## config.mk

```make
export PLATFORM = sky130hd
export DESIGN_NAME = page_frame_allocator
export DESIGN_NICKNAME = d
export VERILOG_FILES = /design/src/design/pfa_pkg.sv /design/src/design/pfa_datapath.sv /design/src/design/pfa_controller.sv /design/src/design/page_frame_allocator.sv
export SDC_FILE = /design/constraint.sdc
export NUM_CORES = 1
export LEC_CHECK = 0
export BUFFER_PORTS_ARGS = -buffer_cell sky130_fd_sc_hd__clkbuf_2
export CAP_MARGIN = 20
export CORE_UTILIZATION = 45
export DETAILED_ROUTE_END_ITERATION = 8
export HOLD_SLACK_MARGIN = 0.02
export PLACE_DENSITY = 0.7
export SETUP_SLACK_MARGIN = 0.3
export SYNTH_ARGS = -nofsm -noshare
export SYNTH_HDL_FRONTEND = slang
export SYNTH_SLANG_ARGS = --single-unit
```

## constraint.sdc

```tcl
create_clock -name clk -period 2.2 [get_ports clk]
set_input_delay 0.44 -clock clk [delete_from_list [all_inputs] [get_ports clk]]
set_output_delay 0.44 -clock clk [all_outputs]
set_load 0.05 [all_outputs]
```

## src/design/pfa_pkg.sv

```systemverilog
`timescale 1ns / 1ps
// ----------------------------------------------------------------------------
// pfa_pkg
// Shared types and constants for the first-fit page frame allocator.
// ----------------------------------------------------------------------------
package pfa_pkg;

    localparam int FRAME_COUNT_DEF = 8;
    localparam int TABLE_DEPTH     = 8;

    localparam logic ACT_ALLOC = 1'b0;
    localparam logic ACT_FREE  = 1'b1;

    localparam logic [1:0] ST_OK          = 2'd0;
    localparam logic [1:0] ST_NO_FRAMES   = 2'd1;
    localparam logic [1:0] ST_ALLOCATED   = 2'd2;
    localparam logic [1:0] ST_NOTHING_REL = 2'd3;

    typedef struct packed {
        logic       action;
        logic [3:0] page_request;
    } pfa_req_t;

    typedef struct packed {
        logic [1:0] status;
        logic       mapping_valid;
        logic [2:0] page_number;
        logic [2:0] frame_number;
        logic [3:0] free_count;
        logic       last;
    } pfa_res_t;

    typedef struct packed {
        logic       capture;
        logic       emit_single;
        logic [1:0] status;
        logic       take_pages;
        logic       do_free;
        logic       emit_map;
    } pfa_cmd_t;

    typedef struct packed {
        logic action;
        logic zero_pages;
        logic fits;
        logic in_use;
        logic last_page;
    } pfa_stat_t;

endpackage

```

## src/design/pfa_datapath.sv

```systemverilog
`timescale 1ns / 1ps
// ----------------------------------------------------------------------------
// pfa_datapath
// Frame bitmap, free counter, request latch, page counter and result register.
// ----------------------------------------------------------------------------
module pfa_datapath #(
    parameter int FRAME_COUNT = pfa_pkg::FRAME_COUNT_DEF
) (
    input  logic              clk,
    input  logic              rst_n,
    input  pfa_pkg::pfa_req_t request,
    input  pfa_pkg::pfa_cmd_t cmd,
    output pfa_pkg::pfa_stat_t stat,
    output logic              done,
    output pfa_pkg::pfa_res_t result
);

    localparam int FW    = (FRAME_COUNT > 1) ? $clog2(FRAME_COUNT) : 1;
    localparam int CW    = $clog2(FRAME_COUNT + 1);
    localparam int CMP_W = (CW > 4) ? CW : 4;
    localparam int XW    = (FW > 3) ? FW : 3;

    logic [FRAME_COUNT-1:0] busy_reg, busy_next;
    logic [CW-1:0]          free_reg, free_next;
    logic                   in_use_reg, in_use_next;
    logic                   action_reg;
    logic [3:0]             want_reg;
    logic [2:0]             page_reg;
    logic                   done_reg;
    pfa_pkg::pfa_res_t      result_reg;

    logic [FW-1:0]    low_free;
    logic [XW-1:0]    low_free_ext;
    logic [CMP_W-1:0] free_ext;
    logic [CMP_W-1:0] want_ext;
    logic [3:0]       free_sat;

    always_comb
    begin
        low_free = '0;
        for (int i = FRAME_COUNT - 1; i >= 0; i--)
        begin
            if (!busy_reg[i])
            begin
                low_free = FW'(i);
            end
        end
    end

    assign low_free_ext = XW'(low_free);
    assign want_ext     = CMP_W'(want_reg);

    always_comb
    begin
        busy_next   = busy_reg;
        free_next   = free_reg;
        in_use_next = in_use_reg;
        if (cmd.do_free)
        begin
            busy_next   = '0;
            free_next   = CW'(FRAME_COUNT);
            in_use_next = 1'b0;
        end
        if (cmd.take_pages)
        begin
            free_next   = free_reg - CW'(want_reg);
            in_use_next = 1'b1;
        end
        if (cmd.emit_map)
        begin
            busy_next[low_free] = 1'b1;
        end
    end

    assign free_ext = CMP_W'(free_next);
    assign free_sat = (free_ext > CMP_W'(15)) ? 4'hF : free_ext[3:0];

    assign stat.action     = action_reg;
    assign stat.zero_pages = (want_reg == 4'd0);
    assign stat.fits       = (want_reg <= 4'(pfa_pkg::TABLE_DEPTH))
                             && (want_ext <= CMP_W'(free_reg));
    assign stat.in_use     = in_use_reg;
    assign stat.last_page  = ({1'b0, page_reg} + 4'd1 == want_reg);

    always_ff @(posedge clk or negedge rst_n)
    begin
        if (!rst_n)
        begin
            busy_reg   <= '0;
            free_reg   <= CW'(FRAME_COUNT);
            in_use_reg <= 1'b0;
            done_reg   <= 1'b0;
        end
        else
        begin
            busy_reg   <= busy_next;
            free_reg   <= free_next;
            in_use_reg <= in_use_next;
            done_reg   <= cmd.emit_single | cmd.emit_map;
        end
    end

    always_ff @(posedge clk)
    begin
        if (cmd.capture)
        begin
            action_reg <= request.action;
            want_reg   <= request.page_request;
            page_reg   <= 3'd0;
        end
        else if (cmd.emit_map)
        begin
            page_reg <= page_reg + 3'd1;
        end

        if (cmd.emit_single)
        begin
            result_reg.status        <= cmd.status;
            result_reg.mapping_valid <= 1'b0;
            result_reg.page_number   <= 3'd0;
            result_reg.frame_number  <= 3'd0;
            result_reg.free_count    <= free_sat;
            result_reg.last          <= 1'b1;
        end
        else if (cmd.emit_map)
        begin
            result_reg.status        <= pfa_pkg::ST_OK;
            result_reg.mapping_valid <= 1'b1;
            result_reg.page_number   <= page_reg;
            result_reg.frame_number  <= low_free_ext[2:0];
            result_reg.free_count    <= free_sat;
            result_reg.last          <= stat.last_page;
        end
    end

    assign done   = done_reg;
    assign result = result_reg;

endmodule

```

## src/design/pfa_controller.sv

```systemverilog
`timescale 1ns / 1ps
// ----------------------------------------------------------------------------
// pfa_controller
// Sequencer: accepts a request, decides its outcome, steps through pages.
// ----------------------------------------------------------------------------
module pfa_controller (
    input  logic               clk,
    input  logic               rst_n,
    input  logic               start,
    input  pfa_pkg::pfa_stat_t stat,
    output logic               busy,
    output pfa_pkg::pfa_cmd_t  cmd
);

    typedef enum logic [1:0] {
        S_IDLE,
        S_DECIDE,
        S_ALLOC
    } state_t;

    state_t state_reg, state_next;

    always_comb
    begin
        state_next = state_reg;
        cmd        = '0;
        cmd.status = pfa_pkg::ST_OK;
        case (state_reg)
            S_IDLE:
            begin
                if (start)
                begin
                    cmd.capture = 1'b1;
                    state_next  = S_DECIDE;
                end
            end
            S_DECIDE:
            begin
                state_next = S_IDLE;
                if (stat.action == pfa_pkg::ACT_FREE)
                begin
                    cmd.emit_single = 1'b1;
                    if (stat.in_use)
                    begin
                        cmd.do_free = 1'b1;
                    end
                    else
                    begin
                        cmd.status = pfa_pkg::ST_NOTHING_REL;
                    end
                end
                else if (stat.in_use)
                begin
                    cmd.emit_single = 1'b1;
                    cmd.status      = pfa_pkg::ST_ALLOCATED;
                end
                else if (!stat.fits)
                begin
                    cmd.emit_single = 1'b1;
                    cmd.status      = pfa_pkg::ST_NO_FRAMES;
                end
                else
                begin
                    cmd.take_pages = 1'b1;
                    if (stat.zero_pages)
                    begin
                        cmd.emit_single = 1'b1;
                    end
                    else
                    begin
                        state_next = S_ALLOC;
                    end
                end
            end
            S_ALLOC:
            begin
                cmd.emit_map = 1'b1;
                if (stat.last_page)
                begin
                    state_next = S_IDLE;
                end
            end
            default:
            begin
                state_next = S_IDLE;
            end
        endcase
    end

    always_ff @(posedge clk or negedge rst_n)
    begin
        if (!rst_n)
        begin
            state_reg <= S_IDLE;
        end
        else
        begin
            state_reg <= state_next;
        end
    end

    assign busy = (state_reg != S_IDLE);

endmodule

```

## src/design/page_frame_allocator.sv

```systemverilog
`timescale 1ns / 1ps
// ----------------------------------------------------------------------------
// page_frame_allocator
// First-fit page frame allocator holding the page table of one process.
// ----------------------------------------------------------------------------
// Usage:
//   Drive request (action, page_request) with start while busy is low; the
//   request is taken at that clock edge and busy rises in the next cycle.
//   Results appear on result with done high for exactly one cycle each; the
//   receiver cannot hold them off and must take each one as it shows.
//   A one-result request is decided in the decide state, which registers its
//   result. An allocate of N pages (1 to 8) that succeeds goes from the
//   decide state to the allocate state, which emits N results that show on
//   back-to-back cycles, one page per cycle, last set on the final one; the
//   single frame-search unit over the bitmap sets that pace. Every other
//   request gives one result. busy stays high in the decide and allocate
//   states; the next request may be taken at the edge that ends the cycle
//   the last result shows.
//   Reset frees every frame and empties the page table at once.
// ----------------------------------------------------------------------------
module page_frame_allocator #(
    parameter int FRAME_COUNT = pfa_pkg::FRAME_COUNT_DEF
) (
    input  logic              clk,
    input  logic              rst_n,
    input  logic              start,
    output logic              busy,
    input  pfa_pkg::pfa_req_t request,
    output logic              done,
    output pfa_pkg::pfa_res_t result
);

    pfa_pkg::pfa_cmd_t  cmd;
    pfa_pkg::pfa_stat_t stat;

    pfa_controller u_ctrl (
        .clk   (clk),
        .rst_n (rst_n),
        .start (start),
        .stat  (stat),
        .busy  (busy),
        .cmd   (cmd)
    );

    pfa_datapath #(
        .FRAME_COUNT (FRAME_COUNT)
    ) u_dp (
        .clk     (clk),
        .rst_n   (rst_n),
        .request (request),
        .cmd     (cmd),
        .stat    (stat),
        .done    (done),
        .result  (result)
    );

endmodule

```

# Word-level counts from Yosys, hierarchy flattened
# Index checks and enable logic that the tools add are counted.
totals:
  regBits: 38
  in_bits: 8
  output_inout_bits: 16
  wordCells: 78
op_classes:
  n_addsub: 3
  n_lt_le_gt_ge: 5
  n_eq_ne: 5
  muxes: 41
  n_bitwise: 2
  reduce_logical: 8
ops:
  columns: ["op", "count"]
  rows:
  - ["3-bit 2-to-1 mux", 10]
  - ["14-bit 2-to-1 mux", 2]
  - ["8-bit 2-to-1 mux", 2]
  - ["1-bit 2-to-1 mux", 14]
  - ["2-bit 2-to-1 mux", 7]
  - ["4-bit 2-to-1 mux", 3]
  - ["8-bit OR", 1]
  - ["2-bit case mux with 3 select lines", 1]
  - ["2-bit nonzero test", 3]
  - ["5-bit 2-to-1 mux", 1]
  - ["3-bit by 1-bit adder with 4-bit output, second input constant", 1]
  - ["4-bit == test", 1]
  - ["4-bit > comparator, second input constant", 1]
  - ["4-bit less-or-equal comparator", 1]
  - ["4-bit less-or-equal comparator, second input constant", 1]
  - ["4-bit zero test", 1]
  - ["3-bit by 4-bit less-than comparator with 1-bit output, second input constant", 1]
  - ["2-bit inequality test, second input constant", 2]
  - ["4-bit subtractor", 1]
  - ["3-bit by 1-bit adder with 3-bit output, second input constant", 1]
  - ["1-bit demux with 3-bit select", 1]
  - ["3-bit by 1-bit >= comparator with 1-bit output, second input constant", 1]
  - ["2-bit by 1-bit == test with 1-bit output, second input constant", 1]
  - ["2-bit == test, second input constant", 1]
  - ["other kinds (4)", 5]

# Longest topological paths before layout
# Gate-level depths: netlist of the first run.
depth:
  ltp_word: 14
  ltp_mapped: 7
  ltp_nobuf: 7

# By module
# From an unflattened synthesis of the first run, not the netlist that was laid out.
hier_totals:
  hier_cells: 163
  area_unflattened_um2: 1781.7
by_module_without_submodules:
  columns: ["module", "instances", "cells_each", "area_per_inst_um2"]
  rows:
  - ["pfa_datapath", 1, 144, 1611.5]
  - ["pfa_controller", 1, 19, 170.2]

# Worst setup path after synthesis of the first run
# No wires, ideal clock.
synth_timing:
  path_type: "reg2reg"
  from: "reg u_dp.want_reg[0], in the netlist u_dp.want_ext[0]"
  to: "reg u_dp.result_reg (netlist bit u_dp.result[12]), enable pin"
  setup_time_ps: 294
  t_arrival_ps: 2071
  t_required_ps: 1906
  path_slack_ps: -165
  path_stages_with_launch: 7
  n_path_buf: 0
  path_cell_list: "edfxtp_1 -> ha_1 -> fa_1 -> a21boi_1 -> o21ai_1 -> a211o_1 -> nand2_1"
synth_between:
  elab_chain_cells: 7
  word_cells_on_any_way: 10
  classes_between: "2 x order compare; 5 x mux; 3 x reduce/logical"
synth_rtl:
  columns: ["item", "line_no", "rtl"]
  rows:
  - ["from (decl)", "pfa_datapath.sv:27", "logic [3:0] want_reg;"]
  - ["from (signal assigned)", "pfa_datapath.sv:108", "want_reg <= request.page_request;"]
  - ["4-bit less-or-equal comparator, or another cell as far along", "pfa_datapath.sv:80", "assign stat.fits = (want_reg <= 4'(pfa_pkg::TABLE_DEPTH))"]
  - ["1-bit logical AND / 1-bit 2-to-1 mux (equally long branches)", "pfa_datapath.sv:81, pfa_controller.sv:65", null]
  - ["1-bit 2-to-1 mux *", "pfa_controller.sv:57", "else if (!stat.fits)"]
  - ["3-bit 2-to-1 mux *", "pfa_controller.sv:52", "else if (stat.in_use)"]
  - ["3-bit 2-to-1 mux *", "pfa_controller.sv:40", "if (stat.action == pfa_pkg::ACT_FREE)"]
  - ["5-bit 2-to-1 mux *", "pfa_controller.sv:28", "case (state_reg)"]
  - ["2-bit nonzero test (no source line) *", null, null]
  - ["to (decl)", "pfa_datapath.sv:30", "pfa_pkg::pfa_res_t result_reg;"]
# Every way passes the cells marked *; elsewhere a longest branch is shown, timed or not.
# A chain may end at the register's enable or synchronous reset.

# Final worst setup path of the first run
layout_timing:
  from: "reg u_dp.want_reg[0], in the netlist u_dp.want_ext[0]"
  to: "reg u_dp.result_reg (netlist bit u_dp.result[0])"
layout_between:
  elab_chain_cells: 6
  word_cells_on_any_way: 10
  classes_between: "2 x order compare; 1 x eq/ne; 5 x mux; 2 x reduce/logical"
layout_rtl:
  columns: ["item", "line_no"]
  rows:
  - ["4-bit less-or-equal comparator, or another cell as far along", "pfa_datapath.sv:80"]
  - ["1-bit logical AND / 1-bit 2-to-1 mux (equally long branches)", "pfa_datapath.sv:81, pfa_controller.sv:65"]
  - ["1-bit 2-to-1 mux", "pfa_controller.sv:57"]
  - ["3-bit 2-to-1 mux", "pfa_controller.sv:52"]
  - ["3-bit 2-to-1 mux", "pfa_controller.sv:40"]
  - ["5-bit 2-to-1 mux", "pfa_controller.sv:28"]
# Several ways; a longest one is shown, not always the timed one.

==> impl_metrics.json, run 1 <==
{
  "outcome": "complete, no violations",
  "cp.required_ps": 2380,
  "swShare": 0.407,
  "busiest_layer": "met2",
  "rr_worst_depth": 8,
  "wire_per_inst_um": 13.9,
  "synth-seq-area-share": 0.521,
  "rows": 22,
  "ys_ff_latch": 38,
  "ant_nets": 0,
  "dr.pass1.iters": 4,
  "fin_skew_ps": 7.81,
  "drive_above_1_share": 0.324,
  "endpoint": "u_dp.result[0]",
  "hold_viol": 0,
  "clock.fmax_mhz": 510,
  "die-area_um2": 4320,
  "grt_pass1_wl_mm": 6.38,
  "crit_fanout": 6,
  "leakage_nw": 0.966,
  "yosysWarnings": 0,
  "largest_register_ffs": 14,
  "final_max_slew_viol_count": 0,
  "tns_ps": 0,
  "vias": 1423,
  "hold_class": "primary input to async pin",
  "cts.sinks": 38,
  "report.power.total_mw": 3.11,
  "grtUsageTotal": 0.198,
  "synth_area_per_cell_um2": 10.3,
  "ys_top_cells_by_area": "dfrtp_1 21%, edfxtp_1 18%, dfxtp_1 12%",
  "tightest_slew_ps": 620,
  "p_sw_mw": 1.27,
  "die_x_um": 65.7,
  "synth_area_um2": 1830,
  "yosys.area.top_type": "dfrtp_1",
  "r2r_start": "u_dp.want_ext[0]",
  "setup_viol": 0,
  "htreeDepth": 2,
  "antenna_cells": 0,
  "clkPwrFrac": 0.203,
  "cts_root_buffer": "clkbuf_8",
  "reg2reg_setup_slack_ps": 240,
  "cp-startpoint": "u_dp.want_ext[0]",
  "routabilityCongestion": 0.839,
  "antenna_found_initial": 0,
  "use_met3": 0.0434,
  "wl_mm": 3.67,
  "clk_latency_ps": 290,
  "core_um2": 3770,
  "numCtsBuffers": 5,
  "fp.dieH_um": 65.7,
  "fin_cells": 264,
  "final_cell_mix": "30 x nand2_1, 23 x clkbuf_2, 15 x dfrtp_1",
  "via_per_inst": 5.39,
  "clk_pin_slew_ps": 80,
  "area_delta_synth_final_pct": 27.5,
  "pwr-share-seq": 0.341,
  "start_util": 0.484,
  "cts-hold-fix-buffers": 0,
  "arrival_ps": 2140,
  "syn_inst": 177,
  "combPwrFrac": 0.456,
  "grtUsageMet2": 0.344,
  "max-vdd-ir-drop_mv": 0.717,
  "maxCapViolCount": 0,
  "dp_hpwl_mm": 2.75,
  "internal_power_mw": 1.85,
  "finalCritPeriodShare": 0.891,
  "grt_overflow": 0,
  "slew-limit-headroom": 0.584,
  "pin_count": 24,
  "async_flop_share": 0.421,
  "final_common_cell": "nand2_1",
  "layout.nets": 230,
  "synth_top_cell_area_share": 0.205,
  "synth_cell_types": 51,
  "critical_path_class": "register to register",
  "synth_nets": 192,
  "synth_ff_type": "dfrtp_1",
  "timing.rr.end": "u_dp.result[0]",
  "start_kind": "register",
  "period_minus_slack_ps": 1960,
  "cts_tree": "done",
  "dp_cells": 250,
  "drt_iter0_drc": 73,
  "drc_errors": 0,
  "end_kind": "register",
  "use_met1": 0.241,
  "rsz0062_at_grt": "yes",
  "grt_pass1_vias": 1460,
  "io_buffer_count": 23,
  "synth_edf_count": 11,
  "grt_max_degree": 17,
  "cts_buffer_depth": 2,
  "power.density_nw_per_um2": 1340
}
synth_stat cells, drive strengths merged, types with 2 or more instances:
library cell / instances
nand2: 31
a21oi: 16
dfrtp: 15
dfxtp: 11
edfxtp: 11
inv: 9
nor2: 9
o21ai: 8
ha: 6
nor3: 4
or2: 4
xor2: 4
a2bb2oi: 3
clkbuf: 3
nor2b: 3
xnor2: 3
a211o: 2
a211oi: 2
a22o: 2
nand3: 2
nand4: 2
nor4: 2
o21a: 2
or3: 2
final cells by class:
type                    instances  area [um^2]
inverters                       9         33.8
clock buffers                   8          133
repair buffers                 35          216
flip-flops and latches         38          952
fillers                       306         1440
multi-input cells             126          933
well taps                      48         60.1
power by group through the flow:
stage | clock network [mW] | registers, mW | logic, mW
after floorplan | 0 | 1.29 | 0.713
after global placement | 0 | 1.06 | 1.21
after detailed placement | 0 | 1.07 | 1.22
after CTS | 0.641 | 1.06 | 1.38
after global routing | 0.676 | 1.08 | 1.52
final | 0.630 | 1.06 | 1.42
through the flow:
stage	worst slack [ps]	instance area, um^2	util	hold WS [ps]
final	240	2330	0.617	72.1
after global routing	168	2330	0.617	87.9
after CTS	241	2310	0.611	87.1
after detailed placement	107	2070	0.548	396
after global placement	160	2070	0.548	391
after floorplan	182	1860	-	144
routing by layer:
| layer | up-vias | part of all wire |
|---|---|---|
| li1 | 704 | - |
| met1 | 676 | 0.45 |
| met2 | 38 | 0.50 |
| met3 | 5 | 0.044 |
| met4 | 0 | 0.0071 |
| met5 | - | 0 |
worst max-delay path: stages (launching register included):
cell,delay [ps]
edfxtp_1,410
ha_2,220
fa_2,340
a21boi_4,160
o21ai_4,190
buf_6,130
a211oi_4,50
buf_6,150
a211o_1,210
how the worst min path moves through the flow:
| stage | end | slack [ps] | depth (start not counted) |
|---|---|---|---|
| 6_report | u_dp.busy_reg[6] | 70 | 1 |
| 5_1_grt | u_dp.busy_reg[3] | 90 | 1 |
| 4_1_cts | u_dp.busy_reg[2] | 90 | 1 |
| 3_5_place_dp | u_dp.free_reg[1] | 400 | 1 |
| 3_3_place_gp | u_dp.free_reg[1] | 390 | 1 |
| 2_1_floorplan | u_ctrl.state_reg[0] | 140 | 0 |
logic make-up after synthesis:
family / Yosys count / share of synthesized area
AO/OA/AOI/OAI: 46 / 0.170
flip-flops: 38 / 0.521
AND/OR/NAND/NOR: 66 / 0.196
adder cells (fa/ha/maj): 7 / 0.0521
XOR/XNOR: 7 / 0.0336
buffers and inverters: 13 / 0.0274
timing repair:
item / CTS / global route
cloned: 0 / 0
buffers inserted: 5 / 1
setup endpoints to repair: 19 / 19
pin swaps: 7 / 2
gates resized for setup: 13 / 3
No activity file was read; power rests on OpenSTA's default activity.
==> inputs of run 2 (changes only) <==
CORE_UTILIZATION = 25   (was 45)
PLACE_DENSITY = 0.45   (was 0.7)
==> impl_metrics.json, run 2 (synthesis results as in run 1) <==
{
  "die_x_um": 87.5,
  "cts-hold-fix-buffers": 0,
  "io_buffer_count": 23,
  "fin_cells": 319,
  "fin_skew_ps": 6.27,
  "drc_errors": 0,
  "hold_class": "primary input to async pin",
  "cp.required_ps": 2380,
  "core_um2": 6940,
  "tns_ps": 0,
  "crit_fanout": 7,
  "critical_path_class": "register to register",
  "ant_nets": 0,
  "slew-limit-headroom": 0.570,
  "setup_viol": 0,
  "vias": 1426,
  "wl_mm": 4.11,
  "antenna_cells": 0,
  "grt_pass1_wl_mm": 6.91,
  "final_max_slew_viol_count": 0,
  "clock.fmax_mhz": 515,
  "final_cell_mix": "29 x nand2_1, 23 x clkbuf_2, 16 x buf_4",
  "cts_tree": "done",
  "drive_above_1_share": 0.363,
  "drt_iter0_drc": 54,
  "hold_viol": 0,
  "layout.nets": 237,
  "leakage_nw": 0.982,
  "antenna_found_initial": 0,
  "numCtsBuffers": 5,
  "end_kind": "register",
  "htreeDepth": 2,
  "die-area_um2": 7650,
  "rsz0062_at_grt": "yes",
  "final_common_cell": "nand2_1",
  "grt_pass1_vias": 1403,
  "finalCritPeriodShare": 0.883,
  "placed_area_um2": 2140,
  "grt_max_degree": 17,
  "cp_num_buf_inv": 3,
  "cp_common_cell": "buf_6",
  "dp_cells": 300,
  "largest_register_ffs": 14,
  "cts_buffer_depth": 2,
  "pin_count": 24,
  "rows": 30,
  "dp_hpwl_mm": 2.94,
  "worst_path_max_delay_cell": "dfrtp_1",
  "via_per_inst": 4.47,
  "wire_per_inst_um": 12.9,
  "final_cell_area_um2": 2420,
  "grtUsageTotal": 0.119,
  "dr.pass1.iters": 4,
  "period_minus_slack_ps": 1940,
  "report.power.total_mw": 3.02,
  "cts_root_buffer": "clkbuf_8",
  "cts.sinks": 38,
  "max-vdd-ir-drop_mv": 0.342,
  "outcome": "complete, no violations",
  "start_util": 0.263,
  "start_kind": "register",
  "power.density_nw_per_um2": 1250,
  "area_delta_synth_final_pct": 32.6,
  "routabilityCongestion": 0.762,
  "arrival_ps": 2120,
  "grt_overflow": 0,
  "maxCapViolCount": 0,
  "critPathMaxStageDelay_ps": 380,
  "clk_pin_slew_ps": 80,
  "critPathTopFamily": "compound AO/OA/AOI/OAI gates",
  "fillers": 720,
  "clk_latency_ps": 290,
  "fp.dieH_um": 87.5,
  "tightest_slew_ps": 641,
  "crit_chain": "inv_2 > ha_2 > fa_2 > a21boi_4 > o21ai_4 > buf_6 > a211oi_4 > buf_6 > a211o_1"
}
[run 2: changes by cell type in the layout (fill, tap and decap cells not counted), sizes merged]
cell	previous run	this run
clkinv	0	2
clkbuf	31	29
buf	12	19
[run 2: area by class of cell]
type,count,area (um^2),area share
clock inverters,2,8.76,0.00362
clock buffers,6,72.6,0.0300
repair buffers,42,278,0.115
multi-input cells,126,957,0.395
flip-flops and latches,38,952,0.393
inverters,9,33.8,0.0139
well taps,96,120,0.0496
[run 2: path summary, 6_finish.rpt]
| path | start | to | slack [ps] | cells after the start |
|---|---|---|---|---|
| max | u_dp.free_reg[0] | u_dp.result[0] | 260 | 9 |
| min | rst_n | u_dp.busy_reg[4] | 80 | 1 |
| max reg2reg | u_dp.free_reg[0] | u_dp.result[0] | 260 | 9 |
| min reg2reg | u_dp.result[7] | u_dp.result[7] | 460 | 2 |
| max in group asynchronous | rst_n | u_dp.free_reg[3] | 1780 | 1 |
| min in group clk | request[0] | u_dp.want_ext[0] | 330 | 1 |
[run 2: power by group]
part | switching, mW | internal, mW | total, mW
logic | 0.919 | 0.582 | 1.50
registers | 0.134 | 0.923 | 1.06
clock network | 0.243 | 0.218 | 0.461
[run 2: per-layer routing]
metal | GRT usage | share of wire | wire [um] | vias to the layer above
li1 | - | - | - | 716
met1 | 0.159 | 0.49 | 2000 | 669
met2 | 0.184 | 0.46 | 1880 | 35
met3 | 0.0284 | 0.040 | 165 | 6
met4 | 0.0447 | 0.015 | 63 | 0
met5 | 0 | 0 | 0 | -
[run 2: through the flow]
step | hold slack [ps] | utilization | worst slack [ps]
5_1_grt | 107 | 0.349 | 181
2_1_floorplan | 144 | - | 182
3_3_place_gp | 410 | 0.309 | 169
3_5_place_dp | 414 | 0.309 | 132
6_report | 76.3 | 0.349 | 258
4_1_cts | 95.3 | 0.338 | 256
[run 2: repair_timing]
action,in CTS,in global routing
buffers inserted,7,4
setup endpoints to repair,17,23
pin swaps,6,8
resized for setup,15,8
==> inputs of run 3 (changes only) <==
CORE_MARGIN = 2   (was not set)
CORE_UTILIZATION = 51   (was 25)
PLACE_DENSITY = 0.78   (was 0.45)
==> impl_metrics.json, run 3 (synthesis results as in run 1) <==
{
  "outcome": "complete, no violations",
  "worst_path_max_delay_cell": "edfxtp_1",
  "layout.nets": 235,
  "multiInputGateArea_um2": 978,
  "cts_root_buffer": "clkbuf_4",
  "critical_path_class": "register to register",
  "antenna_found_initial": 0,
  "die-area_um2": 4080,
  "max-vdd-ir-drop_mv": 0.711,
  "setup_viol": 0,
  "leakage_nw": 0.966,
  "io_buffer_count": 23,
  "arrival_ps": 2130,
  "critPathTopFamily": "simple AND/OR/NAND/NOR gates",
  "largest_register_ffs": 14,
  "critPathMaxStageDelay_ps": 450,
  "grt_pass1_wl_mm": 6.92,
  "maxCapViolCount": 0,
  "antenna_cells": 0,
  "routabilityCongestion": 0.900,
  "hold_class": "primary input to register",
  "cts.sinks": 38,
  "die_x_um": 63.9,
  "final_cell_mix": "30 x nand2_1, 22 x clkbuf_2, 14 x dfrtp_1",
  "via_per_inst": 5.81,
  "fin_util": 0.691,
  "cp_num_buf_inv": 2,
  "clock.fmax_mhz": 496,
  "cp.required_ps": 2310,
  "tightest_slew_ps": 614,
  "grtUsageTotal": 0.222,
  "vias": 1551,
  "drive_above_1_share": 0.353,
  "dr.pass1.iters": 4,
  "cp_common_cell": "buf_4",
  "area_delta_synth_final_pct": 28.2,
  "wire_per_inst_um": 16.4,
  "dp_cells": 249,
  "wl_mm": 4.37,
  "fin_skew_ps": 9.01,
  "clk_latency_ps": 360,
  "clk_pin_slew_ps": 110,
  "rsz0062_at_grt": "yes",
  "hold_viol": 0,
  "fp.dieH_um": 63.9,
  "power.density_nw_per_um2": 1290,
  "numCtsBuffers": 5,
  "period_minus_slack_ps": 2020,
  "start_kind": "register",
  "final_max_slew_viol_count": 0,
  "tns_ps": 0,
  "end_kind": "register",
  "grt_pass1_vias": 1492,
  "htreeDepth": 2,
  "cts_buffer_depth": 2,
  "fin_cells": 267,
  "crit_fanout": 4,
  "grt_max_degree": 17,
  "crit_chain": "buf_4 > buf_4 > o31a_1 > or3_4 > nor2_1 > a221oi_2",
  "rows": 21,
  "core_um2": 3390,
  "seq_area_um2": 953,
  "grt_overflow": 0,
  "start_util": 0.539,
  "ant_nets": 0,
  "pin_count": 24,
  "fillers": 246,
  "slew-limit-headroom": 0.588,
  "final_common_cell": "nand2_1",
  "dp_hpwl_mm": 2.83,
  "cts_tree": "done",
  "finalCritPeriodShare": 0.917,
  "drc_errors": 0,
  "drt_iter0_drc": 93
}
[run 3: path summary, 6_finish.rpt]
kind                       slack (ps)  depth (start not counted)               end              from
setup / recovery                  180                          6    u_dp.result[4]  u_dp.want_ext[0]
min in group asynchronous         530                          2  u_dp.free_reg[1]             rst_n
max in group asynchronous        1340                          2  u_dp.free_reg[3]             rst_n
hold / removal                    260                          1  u_dp.want_ext[0]        request[0]
hold reg to reg                   470                          2    u_dp.result[6]    u_dp.result[6]
setup reg to reg                  180                          6    u_dp.result[4]  u_dp.want_ext[0]
[run 3: cell type report]
class	count	share of cell area
inverters	9	0.0144
repair buffers	40	0.110
flip-flops and latches	38	0.407
well taps	46	0.0246
multi-input cells	126	0.418
clock buffers	6	0.0219
clock inverters	2	0.00481
[run 3: through the flow]
step | setup WS, ps | power [mW] | cell area, um^2 | hold slack, ps
2_1_floorplan | 182 | 2.00 | 1860 | 144
3_3_place_gp | 189 | 2.26 | 2070 | 387
3_5_place_dp | 123 | 2.31 | 2070 | 392
4_1_cts | 249 | 2.86 | 2260 | 252
5_1_grt | 102 | 3.17 | 2340 | 248
6_report | 183 | 3.03 | 2340 | 258
[run 3: routing by layer]
metal	track usage	wire [um]	up-vias
li1	-	-	714
met1	0.257	1660	753
met2	0.378	2300	73
met3	0.0669	335	11
met4	0.0978	74	0
met5	0	0	-
[run 3: what timing repair did]
item	4_1_cts	5_1_grt
hold endpoints to repair	15	0
hold buffers	1	0
endpoints found under the setup margin	19	23
setup buffers	7	2
gates resized for setup	11	13
pin swaps	7	4
[run 3: power by group]
| group | switching, mW | internal [mW] |
|---|---|---|
| sequential | 0.149 | 0.924 |
| combinational | 0.970 | 0.594 |
| clock | 0.234 | 0.155 |
